===== src/sv/dcd_pkg.sv =====
// Shared types, constants and codes for the document-length chunk decoder.
`default_nettype none

package dcd_pkg;

    // Field widths
    localparam int BYTE_W          = 8;
    localparam int DOC_W           = 32;
    localparam int LEN_W           = 17;
    localparam int ERR_W           = 3;
    localparam int NB_W            = 3;
    localparam int PHASE_W         = 2;
    localparam int MAX_CHUNK_BYTES = 65536;
    localparam int DIV_CNT_W       = $clog2(LEN_W + 1);

    // Stream widths, padded to whole bytes
    localparam int S_TDATA_W = 64;
    localparam int M_TDATA_W = 72;

    // Header width byte checks
    localparam logic [BYTE_W-1:0] WIDTH_BASE = 8'd8;
    localparam logic [BYTE_W-1:0] WIDTH_MASK = 8'h18;
    localparam logic [BYTE_W-1:0] BYTE_ONES  = 8'hff;
    localparam logic [NB_W-1:0]   MAX_NB     = 3'd4;

    // Result kinds
    localparam logic KIND_ENTRY = 1'b0;
    localparam logic KIND_ERROR = 1'b1;

    typedef enum logic [ERR_W-1:0] {
        ERR_NONE  = 3'd0,
        ERR_EMPTY = 3'd1,
        ERR_WIDTH = 3'd2,
        ERR_JUNK  = 3'd3,
        ERR_FIRST = 3'd4
    } err_code_t;

    typedef struct packed {
        logic             kind;
        logic [DOC_W-1:0] doc_number;
        logic [DOC_W-1:0] doc_length;
        err_code_t        error_code;
    } result_t;

    // Request to and response from the bit-serial header divider
    typedef struct packed {
        logic             start;
        logic [LEN_W-1:0] dividend;
        logic [NB_W-1:0]  divisor;
    } div_req_t;

    typedef struct packed {
        logic             done;
        logic [LEN_W-1:0] quotient;
        logic             rem_nz;
    } div_rsp_t;

endpackage

`default_nettype wire


===== src/sv/dcd_div_serial.sv =====
// Restoring divider, one quotient bit per cycle, for the chunk value count.
`default_nettype none

module dcd_div_serial (
    input  wire logic              aclk,
    input  wire logic              aresetn,
    input  wire dcd_pkg::div_req_t req,
    output dcd_pkg::div_rsp_t      rsp
);

    logic [dcd_pkg::LEN_W-1:0]     dvd_reg, dvd_next;
    logic [dcd_pkg::NB_W-1:0]      dvs_reg, dvs_next;
    logic [1:0]                    rem_reg, rem_next;
    logic [dcd_pkg::DIV_CNT_W-1:0] cnt_reg, cnt_next;
    logic                          done_reg, done_next;
    logic [2:0]                    trial;
    logic [2:0]                    diff;
    logic                          ge;

    // Bring down the next dividend bit and try the divisor
    assign trial = {rem_reg, dvd_reg[dcd_pkg::LEN_W-1]};
    assign diff  = trial - dvs_reg;
    assign ge    = (trial >= dvs_reg);

    always_comb begin
        dvd_next  = dvd_reg;
        dvs_next  = dvs_reg;
        rem_next  = rem_reg;
        cnt_next  = cnt_reg;
        done_next = 1'b0;
        if (req.start) begin
            dvd_next = req.dividend;
            dvs_next = req.divisor;
            rem_next = 2'd0;
            cnt_next = dcd_pkg::DIV_CNT_W'(dcd_pkg::LEN_W);
        end else if (cnt_reg != '0) begin
            // Shift the quotient bit in where the dividend bit left
            dvd_next  = {dvd_reg[dcd_pkg::LEN_W-2:0], ge};
            rem_next  = ge ? diff[1:0] : trial[1:0];
            cnt_next  = cnt_reg - 1'b1;
            done_next = (cnt_reg == dcd_pkg::DIV_CNT_W'(1));
        end
    end

    always_ff @(posedge aclk) begin
        if (!aresetn) begin
            cnt_reg  <= '0;
            done_reg <= 1'b0;
        end else begin
            cnt_reg  <= cnt_next;
            done_reg <= done_next;
        end
        dvd_reg <= dvd_next;
        dvs_reg <= dvs_next;
        rem_reg <= rem_next;
    end

    assign rsp.done     = done_reg;
    assign rsp.quotient = dvd_reg;
    assign rsp.rem_nz   = (rem_reg != 2'd0);

endmodule

`default_nettype wire


===== src/sv/dcd_out_buf.sv =====
// Two-entry result buffer that decouples the decoder from the output stall.
`default_nettype none

module dcd_out_buf (
    input  wire logic             aclk,
    input  wire logic             aresetn,
    input  wire logic             push,
    input  wire dcd_pkg::result_t push_res,
    output logic                  space,
    output logic                  out_valid,
    input  wire logic             out_ready,
    output dcd_pkg::result_t      out_res
);

    dcd_pkg::result_t ent_reg [2];
    logic             wr_ptr_reg, wr_ptr_next;
    logic             rd_ptr_reg, rd_ptr_next;
    logic [1:0]       count_reg, count_next;
    logic             pop;

    assign pop       = out_valid && out_ready;
    assign out_valid = (count_reg != 2'd0);
    assign space     = (count_reg != 2'd2);
    assign out_res   = ent_reg[rd_ptr_reg];

    // Advance pointers and occupancy
    always_comb begin
        wr_ptr_next = wr_ptr_reg ^ push;
        rd_ptr_next = rd_ptr_reg ^ pop;
        count_next  = count_reg + {1'b0, push} - {1'b0, pop};
    end

    always_ff @(posedge aclk) begin
        if (!aresetn) begin
            wr_ptr_reg <= 1'b0;
            rd_ptr_reg <= 1'b0;
            count_reg  <= 2'd0;
        end else begin
            wr_ptr_reg <= wr_ptr_next;
            rd_ptr_reg <= rd_ptr_next;
            count_reg  <= count_next;
        end
        if (push) begin
            ent_reg[wr_ptr_reg] <= push_res;
        end
    end

endmodule

`default_nettype wire


===== src/sv/doclen_chunk_decoder.sv =====
// Top level: document-length chunk decoder, byte-serial value assembly.
//
//  Channel  | Dir | tdata (low bit up)                              | tuser
//  ---------+-----+-------------------------------------------------+-----------
//  s_       | in  | data_byte[7:0], chunk_last_docid[39:8],          | chunk_start
//           |     | chunk_length[56:40], zero pad [63:57]           |
//  m_       | out | doc_number[31:0], doc_length[63:32],            | out_kind
//           |     | error_code[66:64], zero pad [71:67]             |
//
// Values are built one byte per beat. A header beat that passes its
// immediate checks holds the input while the serial divider works out
// the value count one bit per cycle. Reset is synchronous; the decoder
// then drops bytes until a chunk start. Results go into a two-entry buffer;
// input is held only while that buffer is full or the divider is busy.
`default_nettype none

module doclen_chunk_decoder (
    input  wire logic                            aclk,
    input  wire logic                            aresetn,
    input  wire logic                            s_tvalid,
    output logic                                 s_tready,
    // data_byte, chunk_last_docid, chunk_length, zero pad
    input  wire logic [dcd_pkg::S_TDATA_W-1:0]   s_tdata,
    // chunk_start
    input  wire logic                            s_tuser,
    output logic                                 m_tvalid,
    input  wire logic                            m_tready,
    // doc_number, doc_length, error_code, zero pad
    output logic [dcd_pkg::M_TDATA_W-1:0]        m_tdata,
    // out_kind
    output logic                                 m_tuser
);

    typedef enum logic [1:0] {
        ST_RUN = 2'b01,
        ST_DIV = 2'b10
    } state_t;

    state_t                          state_reg, state_next;
    logic [dcd_pkg::NB_W-1:0]        nb_reg, nb_next;
    logic [dcd_pkg::PHASE_W-1:0]     phase_reg, phase_next;
    logic [dcd_pkg::DOC_W-1:0]       acc_reg, acc_next;
    logic                            ones_reg, ones_next;
    logic [dcd_pkg::DOC_W-1:0]       doc_reg, doc_next;
    logic [dcd_pkg::LEN_W-1:0]       left_reg, left_next;
    logic                            drop_reg, drop_next;
    logic                            first_reg, first_next;

    logic [dcd_pkg::BYTE_W-1:0]      in_byte;
    logic [dcd_pkg::DOC_W-1:0]       in_last;
    logic [dcd_pkg::LEN_W-1:0]       in_len;
    logic                            accept;
    logic                            width_ok;
    logic [dcd_pkg::DOC_W-1:0]       acc_shift;
    logic                            ones_new;
    logic [dcd_pkg::LEN_W-1:0]       left_dec;

    dcd_pkg::div_req_t               div_req;
    dcd_pkg::div_rsp_t               div_rsp;
    logic                            push;
    dcd_pkg::result_t                push_res;
    logic                            buf_space;
    dcd_pkg::result_t                buf_res;

    assign in_byte = s_tdata[7:0];
    assign in_last = s_tdata[39:8];
    assign in_len  = s_tdata[56:40];

    assign s_tready = (state_reg == ST_RUN) && buf_space;
    assign accept   = s_tvalid && s_tready;

    // Header width must be 8, 16, 24 or 32
    assign width_ok  = ((in_byte - dcd_pkg::WIDTH_BASE) & ~dcd_pkg::WIDTH_MASK) == '0;
    assign acc_shift = {acc_reg[dcd_pkg::DOC_W-dcd_pkg::BYTE_W-1:0], in_byte};
    assign ones_new  = ones_reg && (in_byte == dcd_pkg::BYTE_ONES);
    assign left_dec  = left_reg - 1'b1;

    always_comb begin
        state_next = state_reg;
        nb_next    = nb_reg;
        phase_next = phase_reg;
        acc_next   = acc_reg;
        ones_next  = ones_reg;
        doc_next   = doc_reg;
        left_next  = left_reg;
        drop_next  = drop_reg;
        first_next = first_reg;
        div_req    = '0;
        push       = 1'b0;
        push_res   = '0;

        case (state_reg)
            ST_RUN: begin
                if (accept && s_tuser) begin
                    // Chunk header: clear value state, check what can be checked now
                    phase_next = '0;
                    acc_next   = '0;
                    ones_next  = 1'b1;
                    first_next = 1'b0;
                    left_next  = '0;
                    drop_next  = 1'b1;
                    if (in_last == '0) begin
                        drop_next = 1'b1;
                    end else if (in_len == '0) begin
                        push                = 1'b1;
                        push_res.kind       = dcd_pkg::KIND_ERROR;
                        push_res.error_code = dcd_pkg::ERR_EMPTY;
                    end else if (!width_ok) begin
                        push                = 1'b1;
                        push_res.kind       = dcd_pkg::KIND_ERROR;
                        push_res.error_code = dcd_pkg::ERR_WIDTH;
                    end else begin
                        nb_next = in_byte[5:3];
                        if (32'(in_len) > 32'(dcd_pkg::MAX_CHUNK_BYTES)) begin
                            push                = 1'b1;
                            push_res.kind       = dcd_pkg::KIND_ERROR;
                            push_res.error_code = dcd_pkg::ERR_JUNK;
                        end else if (in_len == dcd_pkg::LEN_W'(1)) begin
                            push                = 1'b1;
                            push_res.kind       = dcd_pkg::KIND_ERROR;
                            push_res.error_code = dcd_pkg::ERR_FIRST;
                        end else begin
                            // Hand the byte count to the divider, park last docid
                            div_req.start    = 1'b1;
                            div_req.dividend = in_len - 1'b1;
                            div_req.divisor  = in_byte[5:3];
                            doc_next         = in_last;
                            left_next        = in_len - 1'b1;
                            state_next       = ST_DIV;
                        end
                    end
                end else if (accept) begin
                    if (drop_reg || (left_reg == '0) || (nb_reg == '0)
                        || (nb_reg > dcd_pkg::MAX_NB)) begin
                        drop_next = 1'b1;
                    end else begin
                        left_next = left_dec;
                        if (({1'b0, phase_reg} + 3'd1) < nb_reg) begin
                            // Middle byte of a value: shift in and wait
                            phase_next = phase_reg + 1'b1;
                            acc_next   = acc_shift;
                            ones_next  = ones_new;
                        end else begin
                            // Last byte of a value
                            phase_next = '0;
                            acc_next   = '0;
                            ones_next  = 1'b1;
                            doc_next   = doc_reg + 1'b1;
                            first_next = 1'b0;
                            if (!ones_new) begin
                                push                = 1'b1;
                                push_res.kind       = dcd_pkg::KIND_ENTRY;
                                push_res.doc_number = doc_reg;
                                push_res.doc_length = acc_shift;
                                push_res.error_code = dcd_pkg::ERR_NONE;
                                if (left_dec == '0) begin
                                    drop_next = 1'b1;
                                end
                            end else if (first_reg) begin
                                push                = 1'b1;
                                push_res.kind       = dcd_pkg::KIND_ERROR;
                                push_res.error_code = dcd_pkg::ERR_FIRST;
                                drop_next           = 1'b1;
                            end else if (left_dec == '0) begin
                                drop_next = 1'b1;
                            end
                        end
                    end
                end
            end
            ST_DIV: begin
                if (div_rsp.done) begin
                    state_next = ST_RUN;
                    if (div_rsp.rem_nz) begin
                        push                = 1'b1;
                        push_res.kind       = dcd_pkg::KIND_ERROR;
                        push_res.error_code = dcd_pkg::ERR_JUNK;
                        left_next           = '0;
                    end else begin
                        // First docid = last - count + 1
                        doc_next   = doc_reg - dcd_pkg::DOC_W'(div_rsp.quotient) + 1'b1;
                        first_next = 1'b1;
                        drop_next  = 1'b0;
                    end
                end
            end
            default: begin
                state_next = ST_RUN;
            end
        endcase
    end

    always_ff @(posedge aclk) begin
        if (!aresetn) begin
            state_reg <= ST_RUN;
            nb_reg    <= '0;
            phase_reg <= '0;
            acc_reg   <= '0;
            ones_reg  <= 1'b1;
            doc_reg   <= '0;
            left_reg  <= '0;
            drop_reg  <= 1'b1;
            first_reg <= 1'b0;
        end else begin
            state_reg <= state_next;
            nb_reg    <= nb_next;
            phase_reg <= phase_next;
            acc_reg   <= acc_next;
            ones_reg  <= ones_next;
            doc_reg   <= doc_next;
            left_reg  <= left_next;
            drop_reg  <= drop_next;
            first_reg <= first_next;
        end
    end

    dcd_div_serial u_div (
        .aclk    (aclk),
        .aresetn (aresetn),
        .req     (div_req),
        .rsp     (div_rsp)
    );

    dcd_out_buf u_buf (
        .aclk      (aclk),
        .aresetn   (aresetn),
        .push      (push),
        .push_res  (push_res),
        .space     (buf_space),
        .out_valid (m_tvalid),
        .out_ready (m_tready),
        .out_res   (buf_res)
    );

    // Pack the result beat
    assign m_tuser = buf_res.kind;
    assign m_tdata = {{(dcd_pkg::M_TDATA_W - 2*dcd_pkg::DOC_W - dcd_pkg::ERR_W){1'b0}},
                      buf_res.error_code, buf_res.doc_length, buf_res.doc_number};

endmodule

`default_nettype wire


===== config.mk =====
export PLATFORM = sky130hd
export DESIGN_NAME = doclen_chunk_decoder
export DESIGN_NICKNAME = d
export VERILOG_FILES = /design/src/sv/dcd_pkg.sv /design/src/sv/dcd_div_serial.sv /design/src/sv/dcd_out_buf.sv /design/src/sv/doclen_chunk_decoder.sv
export SDC_FILE = /design/constraint.sdc
export NUM_CORES = 1
export LEC_CHECK = 0
export BUFFER_PORTS_ARGS = -buffer_cell sky130_fd_sc_hd__buf_2
export CAP_MARGIN = 5
export CELL_PAD_IN_SITES_DETAIL_PLACEMENT = 2
export CELL_PAD_IN_SITES_GLOBAL_PLACEMENT = 2
export CORE_MARGIN = 3
export CORE_UTILIZATION = 40
export DETAILED_ROUTE_END_ITERATION = 16
export PLACE_DENSITY = 0.88
export SLEW_MARGIN = 0
export SYNTH_ARGS = -nofsm -noshare
export SYNTH_HDL_FRONTEND = slang
export SYNTH_SLANG_ARGS = --single-unit

===== constraint.sdc =====
create_clock -name aclk -period 7.5 [get_ports aclk]
set_input_delay 0.375 -clock aclk [delete_from_list [all_inputs] [get_ports aclk]]
set_output_delay 0.375 -clock aclk [all_outputs]
set_load 0.02 [all_outputs]

Word-level counts from Yosys, hierarchy flattened
Memories as Yosys holds them, arrays and structs flattened. A register that Yosys moved wholly into a read port is not among the register bits.
Cells that the tools add are included.
{ "totals": {"reg_bits": 115, "ramBits": 136, "input_bits": 69, "output_inout_bits": 75, "wordCells": 208, "n_memories": 1} }
{ "mem_list": {"columns": ["memory", "depth", "width", "rd", "rd_clocked_by_memory_dff", "write_ports", "line", "rtl"], "rows": [
  ["u_buf.ent_reg", 2, 68, 1, 1, 1, "dcd_out_buf.sv:15", "dcd_pkg::result_t ent_reg [2];"]
]} }
{ "classes": {"add_sub_neg": 12, "magnitude_cmp": 4, "n_eq_ne": 25, "n_mux": 109, "bitwise": 9, "n_reduce_logical": 30} }
{ "op_table": {"columns": ["cell", "count"], "rows": [
  ["2-to-1 mux 32 bit", 11],
  ["2-to-1 mux 17 bit", 12],
  ["2-to-1 mux 68 bit", 3],
  ["2-to-1 mux 64 bit", 3],
  ["2-to-1 mux 21 bit", 7],
  ["2-to-1 mux 24 bit", 4],
  ["adder 32 x 1 -> 32 bit (second input constant)", 2],
  ["one-hot mux 32 bit (2 select lines)", 1],
  ["logical NOT 17 bit", 3],
  ["2-to-1 mux 1 bit", 37],
  ["one-hot mux 17 bit (2 select lines)", 1],
  ["subtractor 17 x 1 -> 17 bit (second input constant)", 2],
  ["logical NOT 32 bit", 1],
  ["subtractor 32 x 17 -> 32 bit", 1],
  ["2-to-1 mux 2 bit", 14],
  ["2-to-1 mux 3 bit", 8],
  ["!= test 3 bit (second input constant)", 7],
  ["!= test 2 bit (second input constant)", 9],
  ["equality test 17 x 1 -> 1 bit (second input constant)", 1],
  ["greater-than comparator 17 bit (second input constant)", 1],
  ["AND reduction 5 bit", 3],
  ["AND reduction 11 bit", 1],
  ["2-to-1 mux 5 bit", 2],
  ["nonzero test 2 bit", 5],
  ["other kinds (33)", 50]
]} }

Longest topological paths before layout
{ "logic_depth": {"ltp_word": 10, "ltp_mapped": 16, "depth_no_buf": 16} }

Modules after synthesis
A second synthesis with hierarchy kept.
{ "unflattened": {"cells_unflattened": 1452, "hier_area_um2": 14535.2} }
{ "modules_own_cells": {"columns": ["module", "n_inst", "cells_each", "area_each_um2", "seq_area_each_um2"], "rows": [
  ["doclen_chunk_decoder", 1, 1115, 7947.6, 1661.6],
  ["dcd_out_buf", 1, 235, 5247.5, 4184.0],
  ["dcd_div_serial", 1, 102, 1340.0, 760.7]
]} }

Least setup slack after synthesis
Ideal clock, no wire load.
{ "synth_path": {"path_type": "input -> register", "start": "in s_tdata[42] (netlist bit)", "end": "mem u_buf.ent_reg[0][0] (netlist bit), enable pin", "setup_time_ns": 0.434, "arrival_ns": 3.898, "required_time_ns": 7.066, "path_slack_ns": 3.169, "stages": 10, "n_path_buf": 0, "path_cell_list": "or4_4 nor3_4 and3_1 ha_1 nor3_1 o21ai_0 nand2_1 a21o_1 a21oi_1 ha_1"} }
{ "synth_between": {"elab_chain_cells": 10, "elab_cells_between_ends": 12, "cone_classes": "order compare (1); eq/ne (1); mux (9); reduce/logical (1)"} }
{ "synth_lines": {"columns": ["item", "line", "rtl"], "rows": [
  ["start, declared", "doclen_chunk_decoder.sv:23", "input wire logic [dcd_pkg::S_TDATA_W-1:0] s_tdata,"],
  ["branches (longest 4 deep; another with greater-than comparator 17 bit)", null, null],
  ["2-to-1 mux 1 bit *", "doclen_chunk_decoder.sv:104", "end else if (in_len == '0) begin"],
  ["2-to-1 mux 1 bit *", "doclen_chunk_decoder.sv:102", "if (in_last == '0) begin"],
  ["2-to-1 mux 1 bit *", "doclen_chunk_decoder.sv:94", "if (accept && s_tuser) begin"],
  ["one-hot mux 1 bit (2 select lines) *", "doclen_chunk_decoder.sv:92", "case (state_reg)"],
  ["2-to-1 mux 1 bit *", "dcd_out_buf.sv:43", "if (push) begin"],
  ["2-to-1 mux 1 bit (not written as such) *", "dcd_out_buf.sv:44", "ent_reg[wr_ptr_reg] <= push_res;"],
  ["end, declared", "dcd_out_buf.sv:15", null]
]} }
Every way passes the cells marked *.

Worst setup path after layout
{ "layout_path": {"start": "reg state_reg[1]", "end": "mem u_buf.ent_reg[1][53] (netlist bit), enable pin"} }
{ "layout_between": {"elab_chain_cells": 8, "elab_cells_between_ends": 10, "cone_classes": "eq/ne (2); mux (5); reduce/logical (3)"} }
{ "layout_lines": {"columns": ["item", "line", "rtl"], "rows": [
  ["start, declared", "doclen_chunk_decoder.sv:39", "state_t state_reg, state_next;"],
  ["start signal, assigned", "doclen_chunk_decoder.sv:205", "state_reg <= state_next;"],
  ["equality test 2 x 1 -> 1 bit", "doclen_chunk_decoder.sv:69, doclen_chunk_decoder.sv:92", null],
  ["logical AND 1 bit", "doclen_chunk_decoder.sv:69", "assign s_tready = (state_reg == ST_RUN) && buf_space;"],
  ["logical AND 1 bit", "doclen_chunk_decoder.sv:70", "assign accept = s_tvalid && s_tready;"],
  ["2-to-1 mux 1 bit / logical AND 1 bit (equally long branches)", "doclen_chunk_decoder.sv:132, doclen_chunk_decoder.sv:94", null],
  ["2-to-1 mux 1 bit", "doclen_chunk_decoder.sv:94", null],
  ["one-hot mux 1 bit (2 select lines) *", "doclen_chunk_decoder.sv:92", null],
  ["2-to-1 mux 1 bit *", "dcd_out_buf.sv:43", null],
  ["2-to-1 mux 1 bit (not written as such) *", "dcd_out_buf.sv:44", null]
]} }
Mark *: on every way between the ends. The rest lies on a longest branch, timed or not.

==> key figures <==
Run status
  • Run status: finished, final reports clean

Yosys
  • Post-synth top flop: edfxtp_1
  • Register area share after synthesis: 0.452
  • Syn avg cell area: 9.82 um^2
  • Post-synth ARST share: 0
  • Cell with the most instances after synthesis: edfxtp_1
  • Mapped Area: 0.0146 mm^2
  • Yosys cell types: 68
  • Number of synthesized flops with an enable pin: 156
  • Proportion of netlist area held by the largest area contributor: 0.321
  • Synth area leaders: edfxtp_1, dfxtp_1, ha_1
  • #FFs+latches synth: 252
  • Most frequent cells after synthesis: edfxtp_1, nor2_1, a21oi_1
  • Post-Syn Instances: 1,487
  • Synth warn: 0
  • Post-synth top area cell: edfxtp_1

STA
  • Peak Freq: 223 MHz
  • Minimum hold slack: 0.159 ns
  • Fin crit share: 0.598
  • Slew @ Worst Pin: 1.36 ns
  • Setup TNS: 0 ns
  • Worst Skew: 0.0159 ns
  • Final Max Slew Viols: 0
  • Worst slew margin: 0.0883
  • RSZ-0062 raised after global routing: false
  • Final setup viols: 0
  • Setup ws final: 3.02 ns
  • Minimum clock period: 4.48 ns
  • Hold Fails Final Rpt: 0

Setup path
  • Reg-to-Reg End: u_buf.ent_reg[1][53]$_DFFE_PP_
  • CP Data Arrival Time: 4.67 ns
  • Launch point of the worst reg-to-reg path: state_reg[1]$_SDFFE_PN0P_
  • Reg2Reg Depth: 12
  • Crit Path Max Fanout: 70
  • CP startpoint kind: flop
  • Critical path type: reg -> reg
  • Reg2Reg Setup Slack: 3.02 ns
  • Critical Path RT: 7.69 ns
  • Crit. End Element: flop

Place
  • IO Port Bufs: 131
  • Post-DP HPWL: 36.7 mm
  • Final GP Congestion: 0.872
  • Pre-CTS setup slack: 3.18 ns
  • Placed Cells: 2,011
  • Placed Area: 0.0156 mm^2

Pwr
  • Leakage: 6.34 nW
  • Maximum vdd drop: 0.193 mV
  • Pwr dens: 289 mW/mm^2

Clock tree
  • Inserted Clock Buffers: 29
  • Worst-path clk slew: 0.06 ns
  • CTS Hold Bufs: 0
  • Post-CTS sizing: 0
  • H-tree depth: 1
  • Clk sinks: 252
  • Root cell of the clock tree: clkbuf_16
  • CTS tree: done
  • Latest clock arrival within the worst-skew pair: 0.57 ns
  • Post-CTS setup buffers: 0
  • Max Root-Sink Buffers: 3

Layout
  • Post-route cell area: 0.0165 mm^2
  • Max reg flops: 136
  • Synth-to-layout area growth: 13.1%
  • Layout cells sized above 1: 0.183
  • Nets: 1,735
  • Finished Layout Cells: 2,066

Floorplanning
  • Initial Util: 0.408
  • Full die area: 0.0388 mm^2
  • Die X: 197 um
  • Die Ht: 197 um
  • IO Count: 144
  • Core area: 0.0357 mm^2
  • Core Rows: 69

GRT
  • GRT Overall Usage: 0.290
  • Total gr overflow: 0
  • First-pass GRT wire length: 87.0 mm
  • Initial antenna violation count: 4
  • Largest net degree at the start of global routing: 71
  • Vias in the first global route: 13,800

Hold path
  • Worst hold path stage count: 3
  • Hold_sp: s_tdata[7]
  • Hold EP: acc_reg[7]$_SDFFE_PN0P_
  • Hold Path Class: in -> reg

Drt
  • Via count: 12,600
  • DR vias/cell: 6.10
  • Total iterations of the first detailed-routing run: 5
  • Drc violations: 0
  • Post-Route WL: 58.0 mm
  • Antenna Nets Post-Route: 0
  • Drt wl/cell: 28.1 um
  • Initial DRC count: 1,075

Flow run
  • Max Cap Viol: 0
-- metal layers --
metal	track usage	wire length, um
met5	0	0
met1	0.360	23900
met4	0.108	2250
met3	0.0565	3460
met2	0.504	28400
-- critical path: stages (launching register included) --
cell and delay [ns]:
dfxtp_1 0.37, inv_1 0.08, ha_1 0.38, and3_1 0.31
nand2_2 0.10, buf_4 0.68, nand2_1 0.22, o21ai_0 0.15
nand2_1 0.14, a21o_1 0.21, a21oi_1 0.35, ha_2 0.25
buf_4 0.78
-- how the worst max path moves through the flow --
stage | startpoint | end | slack (ns) | cells after the start
final | state_reg[1]$_SDFFE_PN0P_ | u_buf.ent_reg[1][53]$_DFFE_PP_ | 3.02 | 12
after global routing | state_reg[1]$_SDFFE_PN0P_ | u_buf.ent_reg[1][53]$_DFFE_PP_ | 2.87 | 12
after CTS | state_reg[1]$_SDFFE_PN0P_ | u_buf.ent_reg[0][37]$_DFFE_PP_ | 3.12 | 12
after detailed placement | s_tdata[42] | u_buf.ent_reg[0][50]$_DFFE_PP_ | 3.18 | 12
after global placement | s_tdata[42] | u_buf.ent_reg[0][53]$_DFFE_PP_ | 3.33 | 12
after floorplan | s_tdata[42] | u_buf.ent_reg[0][0]$_DFFE_PP_ | 3.17 | 10
-- cell usage in the layout (no fill, tap or decap), types with 17 or more instances in the layout --
master	count
edfxtp_1	156
nand2_1	111
and3_1	17
ha_1	81
dfxtp_1	95
a21o_1	20
nor4_1	21
o21ai_0	60
mux2_2	68
xor2_1	40
a211oi_1	31
nor2_1	130
a21oi_1	120
nand3_1	50
and2_1	78
clkbuf_16	29
buf_2	131
xnor2_1	52
nor3_1	36
inv_1	59
-- kinds of logic (layout without fill, tap and decap cells) --
group                    count (synthesis)  count (layout)  synth area share
AND/OR/NAND/NOR                        520             520             0.181
AO/OA/AOI/OAI                          315             315             0.136
flip-flops                             252             252             0.452
buffers and inverters                  147             260            0.0444
XOR/XNOR                                92              92            0.0552
adder cells (fa/ha/maj)                 85              85            0.0734
multiplexers                            75              75            0.0572
other                                    1               6          0.000257
-- where the power goes --
group	switching [mW]	total (mW)	internal (mW)
combinational	0.982	1.54	0.562
clock	0.648	1.49	0.838
sequential	0.0997	1.75	1.65
total	1.73	4.78	3.05
-- metrics by stage --
stage,utilization,power (mW)
6_report,0.462,4.78
5_1_grt,0.462,5.01
4_1_cts,0.462,4.80
3_5_place_dp,0.435,3.28
3_3_place_gp,0.435,3.18
2_1_floorplan,-,2.81
-- area by class of cell --
| type | instances | area [um^2] |
|---|---|---|
| antenna | 1 | 2.50 |
| clock buffer | 37 | 776 |
| clock inverter | 17 | 179 |
| fill | 3722 | 19200 |
| inverter | 60 | 225 |
| multi-input combinational | 1092 | 7380 |
| sequential | 252 | 6610 |
| tap | 461 | 577 |
| timing repair buffer | 146 | 768 |
No activity file was read; power rests on OpenSTA's default activity.
